### config.mk
export PLATFORM = sky130hd
export DESIGN_NAME = mtwg_datapath
export DESIGN_NICKNAME = d
export VERILOG_FILES = /design/src/design/mt19937_word_generator_top_macros.svh /design/src/design/mtwg_pkg.sv /design/src/design/mtwg_datapath.sv
export SDC_FILE = /design/constraint.sdc
export NUM_CORES = 1
export LEC_CHECK = 0
export BUFFER_PORTS_ARGS = -buffer_cell sky130_fd_sc_hd__buf_2
export CORE_MARGIN = 3
export CORE_UTILIZATION = 43
export DETAILED_ROUTE_END_ITERATION = 8
export PLACE_DENSITY = 0.59
export SLEW_MARGIN = 0
export SYNTH_ARGS = -nofsm -noshare
export SYNTH_HDL_FRONTEND = slang
export SYNTH_SLANG_ARGS = --single-unit
### constraint.sdc
create_clock -name clk -period 16.2 [get_ports clk]
set_clock_uncertainty 0.2 [all_clocks]
set_input_delay 0 -clock clk [delete_from_list [all_inputs] [get_ports clk]]
set_output_delay 0 -clock clk [all_outputs]
set_load 0.05 [all_outputs]
### src/design/mt19937_word_generator_top_macros.svh
// Assertion macros for the MT19937 word generator.
// Used by mt19937_word_generator_top; expects clk and rst_n in scope.
`ifndef MT19937_WORD_GENERATOR_TOP_MACROS_SVH
`define MT19937_WORD_GENERATOR_TOP_MACROS_SVH
`ifndef NO_ASSERTIONS
// Same-cycle implication, checked outside reset.
`define MTWG_ASSERT_IMPLY(label, ante, cons) \
    label: assert property (@(posedge clk) disable iff (!rst_n) (ante) |-> (cons)) \
        else $error("mtwg assertion failed");
// Next-cycle implication, checked outside reset.
`define MTWG_ASSERT_NEXT(label, ante, cons) \
    label: assert property (@(posedge clk) disable iff (!rst_n) (ante) |=> (cons)) \
        else $error("mtwg assertion failed");
`else
`define MTWG_ASSERT_IMPLY(label, ante, cons)
`define MTWG_ASSERT_NEXT(label, ante, cons)
`endif
`endif

### src/design/mtwg_pkg.sv
// Shared types and constants for the MT19937 word generator.
// No dependencies; used by the controller, the datapath and the top level.
package mtwg_pkg;

    localparam int unsigned WORD_W       = 32;
    localparam int unsigned STATE_WORDS  = 624;
    localparam int unsigned TWIST_OFFSET = 397;
    localparam int unsigned IDX_W        = $clog2(STATE_WORDS);

    localparam logic [WORD_W-1:0] TWIST_MATRIX = 32'h9908_B0DF;
    localparam logic [WORD_W-1:0] SEED_MULT    = 32'd1812433253;
    localparam logic [WORD_W-1:0] DEFAULT_SEED = 32'd5489;
    localparam logic [WORD_W-1:0] TEMPER_B     = 32'h9D2C_5680;
    localparam logic [WORD_W-1:0] TEMPER_C     = 32'hEFC6_0000;

    // Operation codes of an input item.
    localparam logic OP_DRAW = 1'b0;
    localparam logic OP_SEED = 1'b1;

    // Commands from the controller to the datapath.
    typedef struct packed {
        logic seed_begin;    // write word 0, load the recurrence registers
        logic use_default;   // seed from the default word, not the input
        logic seed_mul;      // register the recurrence product
        logic seed_add;      // finish one seeded word and write it
        logic draw_update;   // twist the current word and write it back
        logic res_save;      // park the tempered word
        logic out_load;      // load the output register
        logic out_take_res;  // output comes from the parked word
    } cmd_t;

    // Status from the datapath to the controller.
    typedef struct packed {
        logic seed_last;     // the word being seeded is the last one
    } status_t;

endpackage

### src/design/mtwg_datapath.sv
// Datapath for the MT19937 word generator: seeding recurrence, twist, tempering.
// Depends on mtwg_pkg; drives the write and read ports of the table RAM.
module mtwg_datapath (
    input  logic                                 clk,
    input  mtwg_pkg::cmd_t                       cmd,
    input  logic [mtwg_pkg::WORD_W-1:0]          seed_value,
    output mtwg_pkg::status_t                    status,
    output logic                                 ram_we,
    output logic [mtwg_pkg::IDX_W-1:0]           ram_waddr,
    output logic [mtwg_pkg::WORD_W-1:0]          ram_wdata,
    output logic [mtwg_pkg::IDX_W-1:0]           ram_raddr_next,
    output logic [mtwg_pkg::IDX_W-1:0]           ram_raddr_far,
    input  logic [mtwg_pkg::WORD_W-1:0]          ram_rdata_next,
    input  logic [mtwg_pkg::WORD_W-1:0]          ram_rdata_far,
    output logic [mtwg_pkg::WORD_W-1:0]          random_word
);
    import mtwg_pkg::*;

    localparam logic [IDX_W-1:0] LAST_IDX  = IDX_W'(STATE_WORDS - 1);
    localparam logic [IDX_W-1:0] FAR_WRAP  = IDX_W'(STATE_WORDS - TWIST_OFFSET);
    localparam logic [IDX_W-1:0] FAR_STEP  = IDX_W'(TWIST_OFFSET);

    logic [WORD_W-1:0] prev_reg;
    logic [WORD_W-1:0] prod_reg;
    logic [WORD_W-1:0] cache_reg;
    logic [WORD_W-1:0] res_reg;
    logic [WORD_W-1:0] word_reg;
    logic [IDX_W-1:0]  pos_reg;
    logic [IDX_W-1:0]  idx_reg;

    logic [WORD_W-1:0] seed_src;
    logic [WORD_W-1:0] mix;
    logic [WORD_W-1:0] prod_next;
    logic [WORD_W-1:0] seed_word;
    logic [WORD_W-1:0] joined;
    logic [WORD_W-1:0] twisted;
    logic [WORD_W-1:0] tempered;
    logic [IDX_W-1:0]  idx_next;

    // Tempering: shifts and masks only.
    function automatic logic [WORD_W-1:0] temper(input logic [WORD_W-1:0] v);
        logic [WORD_W-1:0] t;
        t = v ^ (v >> 11);
        t = t ^ ((t << 7) & TEMPER_B);
        t = t ^ ((t << 15) & TEMPER_C);
        t = t ^ (t >> 18);
        return t;
    endfunction

    // Seeding recurrence: the product is registered, and the position is added in the next.
    assign seed_src  = cmd.use_default ? DEFAULT_SEED : seed_value;
    assign mix       = prev_reg ^ (prev_reg >> 30);
    assign prod_next = SEED_MULT * mix;
    assign seed_word = prod_reg + WORD_W'(pos_reg);

    // Table addresses of the following word and of the far word.
    assign idx_next       = (idx_reg == LAST_IDX) ? '0 : idx_reg + 1'b1;
    assign ram_raddr_next = idx_next;
    assign ram_raddr_far  = (idx_reg >= FAR_WRAP) ? idx_reg - FAR_WRAP : idx_reg + FAR_STEP;

    // Twist of the current word; the current word itself is held in cache_reg.
    assign joined   = {cache_reg[WORD_W-1], ram_rdata_next[WORD_W-2:0]};
    assign twisted  = ram_rdata_far ^ (joined >> 1) ^ (joined[0] ? TWIST_MATRIX : '0);
    assign tempered = temper(twisted);

    // Table write port selection.
    always_comb
    begin
        ram_we    = cmd.seed_begin || cmd.seed_add || cmd.draw_update;
        ram_waddr = idx_reg;
        ram_wdata = twisted;
        if (cmd.seed_begin)
        begin
            ram_waddr = '0;
            ram_wdata = seed_src;
        end
        else if (cmd.seed_add)
        begin
            ram_waddr = pos_reg;
            ram_wdata = seed_word;
        end
    end

    assign status.seed_last = (pos_reg == LAST_IDX);
    assign random_word      = word_reg;

    // Datapath registers.
    always_ff @(posedge clk)
    begin
        if (cmd.seed_begin)
        begin
            prev_reg  <= seed_src;
            cache_reg <= seed_src;
            res_reg   <= seed_src;
            pos_reg   <= IDX_W'(1);
            idx_reg   <= '0;
        end
        if (cmd.seed_mul)
        begin
            prod_reg <= prod_next;
        end
        if (cmd.seed_add)
        begin
            prev_reg <= seed_word;
            pos_reg  <= pos_reg + 1'b1;
        end
        if (cmd.draw_update)
        begin
            cache_reg <= ram_rdata_next;
            idx_reg   <= idx_next;
        end
        if (cmd.res_save)
        begin
            res_reg <= tempered;
        end
        if (cmd.out_load)
        begin
            word_reg <= cmd.out_take_res ? res_reg : tempered;
        end
    end

endmodule

==> impl_results.md <==
* Worst Hold Path EP: random_word[0]
* WHS Path Cells at 1
* # rows at 71
* Worst setup path class: reg -> reg
* Relative slew margins at 36.87%
* Max cap viols at 0
* Post-synthesis cell count at 1582
* Starting density of the core at 43.70%
* Sequential area share after synthesis at 27.18%
* Area contributors post-synth: edfxtp_1 (27%), fa_1 (18%), ha_1 (17%)
* Tmin final at 7336 ps
* Ant. Diodes at 0
* Number of global-route vias before repair at 12.66k
* Core area at 37670 um2
* CP max stage cell: fa_1
* CTS tree: yes
* Post-synthesis async set-or-reset flop share at 0%
* Top-area cell type share of the netlist area at 27.18%
* Type of element capturing the critical path: flop
* Worst-path fanout max at 6
* Worst path max stage delay at 520 ps
* Initial antenna violation count at 0
* Worst-path clk slew at 80 ps
* Vias/cell at 5.202
* H-tree depth at 4
* WP buf/inv at 5
* GR Overflow Total at 0
* RSZ-0062 raised after global routing: no
* Status: finished, final reports clean
* Actual slew at the worst max-slew pin at 946.9 ps
* Post-Route WL at 46100 um
* CP Launch Type: flop
* Detail Route Antenna Nets at 0
* Die area at 40660 um2
* Sink Count at 149
* Clk_lat worst skew at 440 ps
* Synth top cells by count: inv_1 (254), ha_1 (221), edfxtp_1 (149)
* Post-synth EDFFs at 149
* Num CTS Buffers at 17
* Post-layout nets at 2275
* Seq cells post-synth at 149
* IO Count at 201
* DP Wirelength at 37060 um
* Area Growth Syn to Fin at 15.26%
* Post-synthesis cell area at 16460 um2
* Reg2reg path depth at 25
* Post-DR wirelength/cell at 19.82 um
* Hold path start: cmd[1]
* Remaining DRCs at 0
* Setup Viol. Count Final at 0
* Endpoints failing hold at 0
* Yosys cell types at 60
* Achievable Freq at 0.1363 GHz
* Pre-Repair DR Iteration Count at 5
* Final Max Tran Viols at 0
* CP arrival at 7340 ps
* Die width at 201.6 um
* DR vias at 12.10k
* Count leader, synth: inv_1
* Dominant cell type by area after synthesis: edfxtp_1
* Crit. path cell count at 25
* Layout cells sized above 1 at 15.59%
* HP Class: in -> reg
* PortBufs at 200
* Largest net degree at the start of global routing at 74
* Warnings from Yosys at 0
* R2r startpoint: prev_reg[31]
* Post-synth top flop: edfxtp_1
* Clock Tree Buf Depth at 2
* Gr usage total at 23.06%
* First DRT Iteration DRCs at 789
* Chip Height at 201.6 um
* Avg Cell Area, Syn at 10.40 um2
* Worst path top cell family by delay: adder cells
* Reg-to-reg endpoint: prod_reg[28]
* Reg2reg setup slack at 8860 ps
* Fin crit share at 45.28%
* Setup_tns at 0 ps
* First-pass GRT wire length at 72350 um
* CTS root buf: clkbuf_16
* Required time of the critical path at 16200 ps
* RD Place Congestion at 0.8970
* Syn_nets at 2055
per-layer routing:
| metal | part of all wire (%) | vias up | routed length (um) | track usage, % |
|---|---|---|---|---|
| met5 | 0 | - | 0 | 0 |
| met4 | 1.8 | 0 | 814 | 5.083 |
| met3 | 5.2 | 48 | 2376 | 3.624 |
| met2 | 48 | 348 | 22330 | 38.75 |
| met1 | 45 | 5959 | 20580 | 31.69 |
| li1 | - | 5746 | - | - |
cell usage in the layout, fill, tap and decap left out, drive strengths merged, types with 26 or more instances in the layout:
| cell | count |
|---|---|
| xnor2 | 138 |
| edfxtp | 149 |
| xor2 | 68 |
| o21ai | 70 |
| inv | 262 |
| nand2 | 71 |
| fa | 147 |
| mux2 | 33 |
| nor2 | 80 |
| a21oi | 59 |
| nand3 | 26 |
| dlygate4sd3 | 42 |
| ha | 221 |
| buf | 205 |
worst max-delay path by stage:
stage	start	to	slack, ps
3_3_place_gp	prev_reg[31]	prod_reg[28]	9160
2_1_floorplan	prev_reg[30]	prod_reg[29]	9530
6_report	prev_reg[31]	prod_reg[28]	8860
3_5_place_dp	prev_reg[31]	prod_reg[28]	8960
5_1_grt	prev_reg[31]	prod_reg[28]	8400
4_1_cts	prev_reg[31]	prod_reg[28]	8930
metrics by stage:
stage | instances | area (um2) | hold slack, ps | utilization [%] | setup WS, ps
6_report | 2326 | 18970 | 12.96 | 50.37 | 8864
5_1_grt | 2326 | 18970 | 18.44 | 50.37 | 8396
4_1_cts | 2326 | 18970 | 5.514 | 50.37 | 8929
3_5_place_dp | 2252 | 17960 | 94.21 | 47.69 | 8960
3_3_place_gp | 2252 | 17960 | 88.70 | 47.69 | 9159
2_1_floorplan | 1582 | 16460 | -87.50 | - | 9532
what timing repair did:
| item | in CTS | in global routing |
|---|---|---|
| endpoints found under the hold margin | 100 | 0 |
| resized for setup | 0 | 0 |
| hold buffers | 42 | 0 |
| buffers inserted | 0 | 0 |
cells by family (layout without fill, tap and decap cells):
family / Yosys count / count (layout) / share of synthesized area [%]
AOI/OAI and AO/OA: 210 / 210 / 8.012
xor gates and xnor gates: 206 / 206 / 10.96
adders and majority gates: 368 / 368 / 34.68
buffers and inverters: 300 / 533 / 6.857
DFF: 149 / 149 / 27.18
muxes: 56 / 56 / 3.656
and+or+nand+nor: 293 / 293 / 8.651
area by class of cell:
type	instances	area (um2)
repair buffers	247	1461
fillers	3513	18700
multi-input cells	1133	10860
clock inverters	15	160.2
flip-flops and latches	149	4474
well taps	511	639.4
inverters	254	953.4
clock buffers	17	425.4
worst reg2reg max path, stage by stage (launching register included):
cell and delay, ps:
edfxtp_1 460, xor2_1 490, inv_1 170, xnor2_1 280
ha_1 240, or2_2 290, ha_1 290, inv_1 50
fa_1 470, inv_1 40, ha_1 180, fa_1 470
fa_1 520, fa_1 500, inv_1 50, fa_1 490
inv_1 50, ha_1 290, o21ai_0 120, o21bai_1 240
a21oi_1 110, o21ai_0 280, nand3_1 110, o21ai_0 390
o41ai_1 120, a41o_1 210
Power is not shown: default switching activity piles up to over one toggle a cycle in this logic, so the estimate is an artifact.
