File: config.mk
export PLATFORM = sky130hd
export DESIGN_NAME = mtwg_ctrl
export DESIGN_NICKNAME = d
export VERILOG_FILES = /design/src/design/mt19937_word_generator_top_macros.svh /design/src/design/mtwg_pkg.sv /design/src/design/mtwg_ctrl.sv
export SDC_FILE = /design/constraint.sdc
export NUM_CORES = 1
export LEC_CHECK = 0
export BUFFER_PORTS_ARGS = -buffer_cell sky130_fd_sc_hd__buf_2
export CORE_MARGIN = 5
export CORE_UTILIZATION = 30
export DETAILED_ROUTE_END_ITERATION = 16
export PLACE_DENSITY = 0.56
export SLEW_MARGIN = 15
export SYNTH_ARGS = -nofsm -noshare
export SYNTH_HDL_FRONTEND = slang
export SYNTH_SLANG_ARGS = --single-unit
File: constraint.sdc
create_clock -name clk -period 1.9 [get_ports clk]
set_clock_uncertainty 0.05 [all_clocks]
set_input_delay 0.38 -clock clk [delete_from_list [all_inputs] [get_ports clk]]
set_output_delay 0.38 -clock clk [all_outputs]
set_load 0.03 [all_outputs]
File: src/design/mt19937_word_generator_top_macros.svh
// Assertion macros for the MT19937 word generator.
// Used by mt19937_word_generator_top; expects clk and rst_n in scope.
`ifndef MT19937_WORD_GENERATOR_TOP_MACROS_SVH
`define MT19937_WORD_GENERATOR_TOP_MACROS_SVH
`ifndef NO_ASSERTIONS
// Same-cycle implication, checked outside reset.
`define MTWG_ASSERT_IMPLY(label, ante, cons) \
    label: assert property (@(posedge clk) disable iff (!rst_n) (ante) |-> (cons)) \
        else $error("mtwg assertion failed");
// Next-cycle implication, checked outside reset.
`define MTWG_ASSERT_NEXT(label, ante, cons) \
    label: assert property (@(posedge clk) disable iff (!rst_n) (ante) |=> (cons)) \
        else $error("mtwg assertion failed");
`else
`define MTWG_ASSERT_IMPLY(label, ante, cons)
`define MTWG_ASSERT_NEXT(label, ante, cons)
`endif
`endif

File: src/design/mtwg_pkg.sv
// Shared types and constants for the MT19937 word generator.
// No dependencies; used by the controller, the datapath and the top level.
package mtwg_pkg;

    localparam int unsigned WORD_W       = 32;
    localparam int unsigned STATE_WORDS  = 624;
    localparam int unsigned TWIST_OFFSET = 397;
    localparam int unsigned IDX_W        = $clog2(STATE_WORDS);

    localparam logic [WORD_W-1:0] TWIST_MATRIX = 32'h9908_B0DF;
    localparam logic [WORD_W-1:0] SEED_MULT    = 32'd1812433253;
    localparam logic [WORD_W-1:0] DEFAULT_SEED = 32'd5489;
    localparam logic [WORD_W-1:0] TEMPER_B     = 32'h9D2C_5680;
    localparam logic [WORD_W-1:0] TEMPER_C     = 32'hEFC6_0000;

    // Operation codes of an input item.
    localparam logic OP_DRAW = 1'b0;
    localparam logic OP_SEED = 1'b1;

    // Commands from the controller to the datapath.
    typedef struct packed {
        logic seed_begin;    // write word 0, load the recurrence registers
        logic use_default;   // seed from the default word, not the input
        logic seed_mul;      // register the recurrence product
        logic seed_add;      // finish one seeded word and write it
        logic draw_update;   // twist the current word and write it back
        logic res_save;      // park the tempered word
        logic out_load;      // load the output register
        logic out_take_res;  // output comes from the parked word
    } cmd_t;

    // Status from the datapath to the controller.
    typedef struct packed {
        logic seed_last;     // the word being seeded is the last one
    } status_t;

endpackage

File: src/design/mtwg_ctrl.sv
// Controller state machine for the MT19937 word generator.
// Depends on mtwg_pkg for the command and status structs and op codes.
module mtwg_ctrl (
    input  logic              clk,
    input  logic              rst_n,
    input  logic              in_valid,
    output logic              in_stall,
    input  logic              operation,
    output logic              out_valid,
    input  logic              out_stall,
    input  mtwg_pkg::status_t status,
    output mtwg_pkg::cmd_t    cmd
);
    import mtwg_pkg::*;

    typedef enum logic [5:0] {
        ST_IDLE     = 6'b000001,
        ST_SEED_MUL = 6'b000010,
        ST_SEED_ADD = 6'b000100,
        ST_DRAW_RD  = 6'b001000,
        ST_DRAW_WR  = 6'b010000,
        ST_HOLD     = 6'b100000
    } state_t;

    state_t state_reg, state_next;
    logic   seeded_reg, seeded_next;
    logic   pend_reg, pend_next;
    logic   out_valid_reg, out_valid_next;
    logic   accept;
    logic   out_free;

    assign in_stall  = (state_reg != ST_IDLE);
    assign accept    = in_valid && (state_reg == ST_IDLE);
    assign out_free  = !out_valid_reg || !out_stall;
    assign out_valid = out_valid_reg;

    // Next-state and command decode.
    always_comb
    begin
        state_next  = state_reg;
        seeded_next = seeded_reg;
        pend_next   = pend_reg;
        cmd         = '0;
        case (state_reg)
            ST_IDLE:
            begin
                if (accept)
                begin
                    if (operation == OP_SEED)
                    begin
                        cmd.seed_begin = 1'b1;
                        pend_next      = 1'b0;
                        state_next     = ST_SEED_MUL;
                    end
                    else if (!seeded_reg)
                    begin
                        // A draw before any seed seeds with the default word first.
                        cmd.seed_begin  = 1'b1;
                        cmd.use_default = 1'b1;
                        pend_next       = 1'b1;
                        state_next      = ST_SEED_MUL;
                    end
                    else
                    begin
                        // Table reads are issued this cycle from the current index.
                        state_next = ST_DRAW_WR;
                    end
                end
            end
            ST_SEED_MUL:
            begin
                cmd.seed_mul = 1'b1;
                state_next   = ST_SEED_ADD;
            end
            ST_SEED_ADD:
            begin
                cmd.seed_add = 1'b1;
                if (status.seed_last)
                begin
                    seeded_next = 1'b1;
                    state_next  = pend_reg ? ST_DRAW_RD : ST_HOLD;
                end
                else
                begin
                    state_next = ST_SEED_MUL;
                end
            end
            ST_DRAW_RD:
            begin
                state_next = ST_DRAW_WR;
            end
            ST_DRAW_WR:
            begin
                cmd.draw_update = 1'b1;
                if (out_free)
                begin
                    cmd.out_load = 1'b1;
                    state_next   = ST_IDLE;
                end
                else
                begin
                    cmd.res_save = 1'b1;
                    state_next   = ST_HOLD;
                end
            end
            ST_HOLD:
            begin
                if (out_free)
                begin
                    cmd.out_load     = 1'b1;
                    cmd.out_take_res = 1'b1;
                    state_next       = ST_IDLE;
                end
            end
            default:
            begin
                state_next = ST_IDLE;
            end
        endcase
    end

    // Output valid flag follows loads and completed output handshakes.
    always_comb
    begin
        out_valid_next = out_valid_reg;
        if (cmd.out_load)
        begin
            out_valid_next = 1'b1;
        end
        else if (!out_stall)
        begin
            out_valid_next = 1'b0;
        end
    end

    // Control registers.
    always_ff @(posedge clk or negedge rst_n)
    begin
        if (!rst_n)
        begin
            state_reg     <= ST_IDLE;
            seeded_reg    <= 1'b0;
            pend_reg      <= 1'b0;
            out_valid_reg <= 1'b0;
        end
        else
        begin
            state_reg     <= state_next;
            seeded_reg    <= seeded_next;
            pend_reg      <= pend_next;
            out_valid_reg <= out_valid_next;
        end
    end

endmodule

==> results of run 1 <==
[final cells by class]
class	count	area, um^2
fill	173	902
timing repair buffer	24	170
multi-input combinational	45	335
inverter	3	11.3
sequential	9	231
tap	25	31.3
clock buffer	4	26.3
[synth_stat cells, drive strengths merged]
cell type / count
nor3b: 1
a21oi: 2
a211oi: 2
nand2: 7
a31o: 1
o311ai: 1
and2b: 1
dfstp: 1
xor2: 1
nand3: 1
inv: 3
o21ai: 2
nor2: 4
dfrtp: 8
a32oi: 1
o22a: 1
nand4: 1
and3b: 1
and2: 3
and3: 2
nor4: 3
nor3: 2
buf: 2
nor2b: 5
nand2b: 1
o22ai: 2
[layout by cell type (no fill, tap or decap), types with 2 or more instances in the layout]
master / Yosys / final
clkbuf_4: 0 / 3
inv_1: 3 / 3
o22ai_1: 2 / 2
nor2_1: 4 / 4
buf_4: 1 / 13
nor4_4: 1 / 2
nand2_1: 7 / 6
buf_2: 1 / 8
buf_6: 0 / 2
a21oi_1: 2 / 2
dfrtp_1: 8 / 4
dfrtp_2: 0 / 4
and2_1: 3 / 2
nor2b_1: 4 / 4
[final timing paths]
| kind | slack, ns | cells past startpoint | end |
|---|---|---|---|
| max | -0.02 | 4 | cmd[2] |
| min | 0.35 | 2 | state_reg[3]$_DFFE_PN0P_ |
| max reg2reg | 0.25 | 5 | state_reg[4]$_DFFE_PN0P_ |
| min reg2reg | 0.43 | 1 | state_reg[5]$_DFFE_PN0P_ |
| max in group asynchronous | 1.11 | 2 | state_reg[0]$_DFFE_PN1P_ |
| min in group asynchronous | 0.45 | 2 | state_reg[1]$_DFFE_PN0P_ |
[power by group]
part           internal [mW]  total (mW)  switching [mW]
logic                  0.345       0.718           0.373
registers              0.264       0.348          0.0838
clock network         0.0804       0.139          0.0587
total                  0.690        1.21           0.516
[through the flow]
stage	instance area, um^2	setup WS [ns]	hold WS (ns)	instances	util
global route	806	-0.115	0.370	110	0.472
floorplan	557	0.0509	0.0344	59	-
detailed placement	666	0.0384	0.190	99	0.390
global placement	666	0.0756	0.187	99	0.390
CTS	792	-0.0658	0.347	109	0.464
finish	806	-0.0229	0.352	110	0.472
[layer usage]
layer	vias up	GRT usage
li1	265	-
met1	246	0.144
met2	14	0.184
met3	4	0.0199
met4	0	0.0723
met5	-	0
[worst reg2reg max path, delay by kind of cell, from the launching register on]
| kind | cells | cell delay, ns |
|---|---|---|
| buffers and inverters | 1 | 0.14 |
| DFF | 1 | 0.59 |
| and+or+nand+nor | 2 | 0.37 |
| AOI/OAI and AO/OA | 2 | 0.43 |
[cells by family (layout without fill, tap and decap cells)]
| kind of cell | Yosys count | in the layout | synth area share |
|---|---|---|---|
| and+or+nand+nor | 32 | 32 | 0.356 |
| DFF | 9 | 9 | 0.421 |
| AOI/OAI and AO/OA | 12 | 12 | 0.163 |
| buffers and inverters | 5 | 31 | 0.0442 |
| xor gates and xnor gates | 1 | 1 | 0.0163 |
[repair_timing]
action	4_1_cts	5_1_grt
buffers inserted	5	1
hold buffers	1	0
pin swaps	4	2
endpoints found under the hold margin	8	0
setup endpoints to repair	8	9
gates resized for setup	17	2
==> out/results.ini, run 1 <==
[cells_and_area]
diodes=0
nNetsFinal=92
drive_gt1_frac=0.506
largest_register_ff_count=6
syn2layout_area_growth_pct=49.8

[placed_design]
gp_congestion=0.775
io_buffers=15
dp_hpwl_mm=1.02

[grt]
antenna_found_initial=0
grt_pass1_wl_mm=2.39
grtUsageTotal=0.116
grt_pass1_vias=560
grt_max_degree=10
overflow=0

[drt]
dr.max_layer_used=met4
routedWlPerCell_um=11.6
met3RoutedLength_um=55
routed_wl_mm=1.27
drt_iter0_drc=12
vias_per_cell=4.81
vias=529
dr.pass1.iters=4
route.met2.wl_um=617
wl_met1_um=575
drc=0
detail-route-antenna-nets=0

[power]
p_per_area_mw_per_mm2=1500
ir_drop_uv=877
total_leakage_power_nw=0.390
power_mw=1.21

[setup_path]
path_buf_inv=1
start_kind=flop
critical-path-top-delay-family=simple AND/OR/NAND/NOR gates
crit_slowest_cell=dfrtp_2
critPathLaunch=state_reg[3]$_DFFE_PN0P_
cp.arrival_ns=1.49
end_kind=output port
timing.rr.start=state_reg[0]$_DFFE_PN1P_
worstPathRequired_ns=1.47
slowest_delay_ns=0.42
crit_fanout=3
crit_type=reg -> out
crit_chain=nor4_4 -> and3b_2 -> and3_4 -> buf_6

[synth]
yosysWarnings=0
syn_inst=59
synth.top_cell.area_share=0.372
synth_area_leaders=dfrtp_1, dfstp_2, nand2_1
synth_top_cell_by_area=dfrtp_1
ys_ff_latch=9
avgSynthCellArea_um2=9.12
synth-seq-area-share=0.421
synthDistinctLibCells=31
syn_nets=65
synth_area_um2=538

[die]
start_util=0.315
die_area_mm2=0.00274
io_pins=16
die_h_um=52.4
fp-row-count=15
core_area_mm2=0.00171
die_w_um=52.4

[flow_run]
drv_cap=0

[sta]
rsz0062_at_grt=true
setup_ws_ns=-0.0229
timing.final.crit_share=1.01
fmax_mhz=520
slew_headroom=0.781
final-hold-violation-count=0
worst_pin_slew_ns=0.324
period_minus_slack_ns=1.92
tns_ns=-0.0229
final-setup-viol-count=1
drv_slew=0

[status]
failed_checks=negative setup slack
outcome=complete, but fails checks

[clock_network]
cts_buffer_depth=2
clock-sinks=9
cts_buffers=3
clock_latency_ns=0.25
cts_root_buf=clkbuf_4
clk_pin_slew_worst_paths_ns=0.06
cts_tree=yes
htree_levels=1

[hold_path]
worstHoldStart=status
hp-class=in -> reg

Power figures use the tool's default switching activity.
==> run 2, diff against run 1 <==
- GPL_TIMING_DRIVEN: default -> 0
==> run 2 against run 1 <==
Flip-flop and latch count stayed put. The flow still finishes with violations (negative setup slack). Non-clock buffer count is 7 higher. Worst setup slack worse by 0.030 ns. Design area is 9.8% higher. Critical path depth stayed put. Via count is 2.8% higher. Core utilization is 4.6 points higher. Final cell count is 6.4% higher. Critical path type unchanged.
==> out/results.ini, run 2 (synthesized netlist as in run 1, its figures left out) <==
[status]
outcome=complete, but fails checks  ; unchanged
failed_checks=negative setup slack  ; unchanged

[power]
total_leakage_power_nw=0.437  ; was 0.390 nW
ir_drop_uv=960  ; was 877 uV
p_per_area_mw_per_mm2=1550  ; was 1500 mW/mm^2

[grt]
grt_pass1_vias=553  ; was 560
antenna_found_initial=0  ; unchanged
grt_pass1_wl_mm=2.38  ; was 2.39 mm
grt_max_degree=10  ; unchanged
overflow=0  ; unchanged
grtUsageTotal=0.118  ; was 0.116

[placed_design]
dp_slack_ns=-0.00246  ; was 0.0384 ns
gp_congestion=0.701  ; was 0.775
dp_hpwl_um=955  ; was 1.02 mm
io_buffers=15  ; unchanged

[drt]
drc=0  ; unchanged
vias=544  ; was 529
dr.pass1.iters=3  ; was 4
vias_per_cell=4.65  ; was 4.81
detail-route-antenna-nets=0  ; unchanged
routedWlPerCell_um=12.4  ; was 11.6 um
drt_iter0_drc=3  ; was 12
routed_wl_mm=1.45  ; was 1.27 mm

[clock_network]
clock_latency_ns=0.25  ; about the same
cts_tree=yes  ; unchanged
cts_root_buf=clkbuf_4  ; unchanged
clk_pin_slew_worst_paths_ns=0.06  ; about the same
htree_levels=1  ; unchanged
cts_buffers=3  ; unchanged
cts_buffer_depth=2  ; unchanged
clock-sinks=9  ; unchanged

[die]
die_h_um=52.4  ; unchanged
core_area_mm2=0.00171  ; unchanged
io_pins=16  ; unchanged
die_area_mm2=0.00274  ; unchanged
die_w_um=52.4  ; unchanged
fp-row-count=15  ; unchanged
start_util=0.315  ; unchanged

[sta]
rsz0062_at_grt=true  ; unchanged
fmax_mhz=512  ; was 520 MHz
final-hold-violation-count=0  ; unchanged
final-setup-viol-count=6  ; was 1
slew_headroom=0.693  ; was 0.781
setup_ws_ns=-0.0525  ; was -0.0229 ns
whs_ns=0.343  ; was 0.352 ns
timing.final.crit_share=1.03  ; was 1.01
drv_slew=0  ; unchanged
period_minus_slack_ns=1.95  ; was 1.92 ns
worst_pin_slew_ns=0.454  ; was 0.324 ns

[setup_path]
crit_slowest_cell=dfrtp_2  ; unchanged
crit_type=reg -> out  ; unchanged
cp.arrival_ns=1.52  ; was 1.49 ns
crit_fanout=5  ; was 3
start_kind=flop  ; unchanged
slowest_delay_ns=0.44  ; was 0.42 ns
end_kind=output port  ; unchanged
ff2ff_path_depth=5  ; unchanged
worstPathRequired_ns=1.47  ; about the same
crit_chain=nor4_4 -> and3b_2 -> and3_4 -> buf_6  ; unchanged

[cells_and_area]
mostFrequentLayoutCell=buf_4  ; unchanged
syn2layout_area_growth_pct=64.4  ; was 49.8%
drive_gt1_frac=0.565  ; was 0.506
nNetsFinal=99  ; was 92
mostFrequentLayoutCells=buf_4, buf_2, nand2_1  ; unchanged
postLayoutCoreUtil=0.518  ; was 0.472
largest_register_ff_count=6  ; unchanged
diodes=0  ; unchanged

[hold_path]
hold_depth=2  ; unchanged
hp-class=in -> reg  ; unchanged

[flow_run]
drv_cap=0  ; unchanged

## run 2: cell count changes in the layout (fill, tap and decap cells not counted), sizes merged
cell / before / now
buf: 23 / 30
## run 2: report_power, final
part           switching (mW)  total [mW]  internal (mW)  leakage (nW)
clock network          0.0597       0.140         0.0805        0.0150
registers              0.0938       0.358          0.264         0.109
logic                   0.422       0.872          0.450         0.313
## run 2: through the flow
step / area (um^2) / total power, mW / TNS [ns] / cells
floorplan: 557 / 0.764 / 0 / 59
CTS: 850 / 1.30 / -0.246 / 114
global placement: 663 / 0.896 / 0 / 99
global route: 885 / 1.46 / -0.764 / 117
finish: 885 / 1.37 / -0.137 / 117
detailed placement: 663 / 0.901 / -0.00246 / 99
## run 2: worst paths after layout
check                                    startpoint  slack [ns]                        to
max                        state_reg[3]$_DFFE_PN0P_       -0.05                    cmd[2]
min                                          status        0.34  state_reg[3]$_DFFE_PN0P_
max reg2reg                state_reg[1]$_DFFE_PN0P_        0.14  state_reg[0]$_DFFE_PN1P_
min reg2reg                    pend_reg$_DFFE_PN0P_        0.44  state_reg[5]$_DFFE_PN0P_
max in group asynchronous                     rst_n        1.11  state_reg[0]$_DFFE_PN1P_
min in group asynchronous                     rst_n        0.45  state_reg[3]$_DFFE_PN0P_
## run 2: per-layer routing
| layer | vias up | track usage | routed length [um] |
|---|---|---|---|
| met2 | 12 | 0.207 | 723 |
| met5 | - | 0 | 0 |
| met3 | 6 | 0.0171 | 56 |
| met4 | 0 | 0.0766 | 42 |
| met1 | 243 | 0.130 | 626 |
| li1 | 283 | - | - |
## run 2: layout make-up
| type | instances | area, um^2 |
|---|---|---|
| Inverter | 3 | 11.3 |
| Clock buffer | 4 | 26.3 |
| Tap cell | 25 | 31.3 |
| Multi-Input combinational cell | 45 | 352 |
| Sequential cell | 9 | 231 |
| Timing Repair Buffer | 31 | 233 |
| Fill cell | 163 | 823 |
## run 2: repair_timing
| action | 4_1_cts | 5_1_grt |
|---|---|---|
| endpoints found under the hold margin | 8 | 0 |
| setup buffers | 11 | 4 |
| hold buffers | 1 | 0 |
| gates cloned | 0 | 0 |
| pin swaps | 8 | 3 |
| gates resized for setup | 22 | 6 |
| endpoints found under the setup margin | 9 | 9 |
## run 2: worst max-delay path: cells and delay by family (launching register included)
family	cells	cell delay, ns
AND/OR/NAND/NOR	3	0.71
flip-flops	1	0.44
buffers and inverters	1	0.12
==> run 3, diff against run 2 <==
- RECOVER_POWER: default -> 50
==> run 3 against run 2 <==
The run still ends with negative setup slack left. Core utilization down 0.073 points. Maximum frequency unchanged. Clock-buffer cell count stayed put. Flip-flop and latch count unchanged. Combinational power about the same. Sequential power hardly changed. Power barely moved. Register-to-register slack barely moved. Sequential share of layout area barely moved. Highest routed layer unchanged.
==> out/results.ini, run 3 (synthesized netlist as in run 1, its figures left out) <==
[sta]
period_minus_slack_ns=1.95  ; unchanged
timing.final.crit_share=1.03  ; unchanged
fmax_mhz=512  ; unchanged
tns_ns=-0.137  ; unchanged
slew_headroom=0.693  ; unchanged
rsz0062_at_grt=true  ; unchanged
worst_pin_slew_ns=0.454  ; unchanged
final-setup-viol-count=6  ; unchanged
final-hold-violation-count=0  ; unchanged
drv_slew=0  ; unchanged
setup_ws_ns=-0.0525  ; unchanged

[drt]
vias_per_cell=4.65  ; unchanged
detail-route-antenna-nets=0  ; unchanged
routed_wl_mm=1.45  ; unchanged
dr.pass1.iters=3  ; unchanged
vias=544  ; unchanged
drt_iter0_drc=3  ; unchanged
routedWlPerCell_um=12.4  ; unchanged
drc=0  ; unchanged

[status]
failed_checks=negative setup slack  ; unchanged
outcome=complete, but fails checks  ; unchanged

[clock_network]
clock_latency_ns=0.25  ; about the same
cts_buffer_depth=2  ; unchanged
cts_root_buf=clkbuf_4  ; unchanged
cts_tree=yes  ; unchanged
cts_buffers=3  ; unchanged
clk_pin_slew_worst_paths_ns=0.06  ; about the same
htree_levels=1  ; unchanged
clock-sinks=9  ; unchanged

[setup_path]
cp.arrival_ns=1.52  ; about the same
crit_type=reg -> out  ; unchanged
worstPathRequired_ns=1.47  ; about the same
start_kind=flop  ; unchanged
ff2ff_path_depth=5  ; unchanged
end_kind=output port  ; unchanged
crit_fanout=5  ; unchanged

[grt]
grtUsageMet1=0.130  ; unchanged
use_met2=0.207  ; unchanged
overflow=0  ; unchanged
grt-busiest-layer=met2  ; unchanged
grt_pass1_wl_mm=2.38  ; unchanged
antenna_found_initial=0  ; unchanged
grt_pass1_vias=553  ; unchanged
grt_max_degree=10  ; unchanged
grtUsageTotal=0.118  ; unchanged
grt_use_met3=0.0171  ; unchanged

[die]
fp-row-count=15  ; unchanged
die_w_um=52.4  ; unchanged
die_area_mm2=0.00274  ; unchanged
die_h_um=52.4  ; unchanged
core_area_mm2=0.00171  ; unchanged
start_util=0.315  ; unchanged
io_pins=16  ; unchanged

[cells_and_area]
seqCellArea_um2=231  ; unchanged
multiInputGateArea_um2=352  ; unchanged
finalInstanceArea_um2=883  ; was 885 um^2
syn2layout_area_growth_pct=64.2  ; was 64.4%
drive_gt1_frac=0.554  ; was 0.565
mostFrequentLayoutCells=buf_4, buf_2, nand2_1  ; unchanged
largest_register_ff_count=6  ; unchanged
mostFrequentLayoutCell=buf_4  ; unchanged
nNetsFinal=99  ; unchanged
stdcell_count=117  ; unchanged
fill_cells=164  ; was 163
diodes=0  ; unchanged

[placed_design]
dp_cells=99  ; unchanged
io_buffers=15  ; unchanged
place_area_um2=663  ; unchanged
dp_slack_ns=-0.00246  ; unchanged
dp_hpwl_um=955  ; unchanged
gp_congestion=0.701  ; unchanged

[hold_path]
hp-class=in -> reg  ; unchanged
hold_depth=2  ; unchanged

[power]
p_per_area_mw_per_mm2=1550  ; about the same
power_mw=1.37  ; about the same
total_leakage_power_nw=0.434  ; was 0.437 nW
ir_drop_uv=960  ; about the same

[flow_run]
drv_cap=0  ; unchanged

## run 3: cell types whose count changed in the layout (fill, tap and decap cells not counted), sizes merged
cell    previous run  this run
clkbuf             4         5
buf               30        29
## run 3: timing repair
item	4_1_cts	5_1_grt
pin swaps	8	3
setup buffers	11	4
resized for setup	22	6
endpoints found under the hold margin	8	0
setup endpoints to repair	9	9
hold buffers	1	0
## run 3: worst max-delay path, cell delays in order, from the launching register on
cell and delay (ns):
dfrtp_2 0.44, nor4_4 0.30, and3b_2 0.23, and3_4 0.18
buf_6 0.12
## run 3: report_power, final
| part | internal (mW) | switching (mW) | total, mW |
|---|---|---|---|
| Combinational | 0.450 | 0.422 | 0.872 |
| Sequential | 0.264 | 0.0938 | 0.358 |
| Clock | 0.0805 | 0.0597 | 0.140 |
| Total | 0.795 | 0.576 | 1.37 |
## run 3: per-layer routing
layer / routed length [um] / up-vias
met5: 0 / -
met4: 42 / 0
met3: 56 / 6
met2: 723 / 12
met1: 625 / 243
li1: - / 283
## run 3: metrics by stage
step                hold WS [ns]  utilization
finish                     0.343        0.517
global route               0.363        0.517
CTS                        0.340        0.497
detailed placement         0.189        0.388
global placement           0.189        0.388
floorplan                 0.0344            -
## run 3: layout make-up
cell class / instances / area share
well taps: 25 / 0.0354
multi-input cells: 45 / 0.398
inverters: 3 / 0.0127
flip-flops and latches: 9 / 0.262
repair buffers: 31 / 0.262
clock buffers: 4 / 0.0297
## run 3: worst paths after layout
kind	slack, ns	to	startpoint
worst min-delay path	0.34	state_reg[3]$_DFFE_PN0P_	status
worst min register to register	0.44	state_reg[5]$_DFFE_PN0P_	pend_reg$_DFFE_PN0P_
min in group asynchronous	0.54	state_reg[1]$_DFFE_PN0P_	rst_n
worst max-delay path	-0.05	cmd[2]	state_reg[3]$_DFFE_PN0P_
worst max register to register	0.14	state_reg[0]$_DFFE_PN1P_	state_reg[1]$_DFFE_PN0P_
max in group asynchronous	0.92	state_reg[5]$_DFFE_PN0P_	rst_n
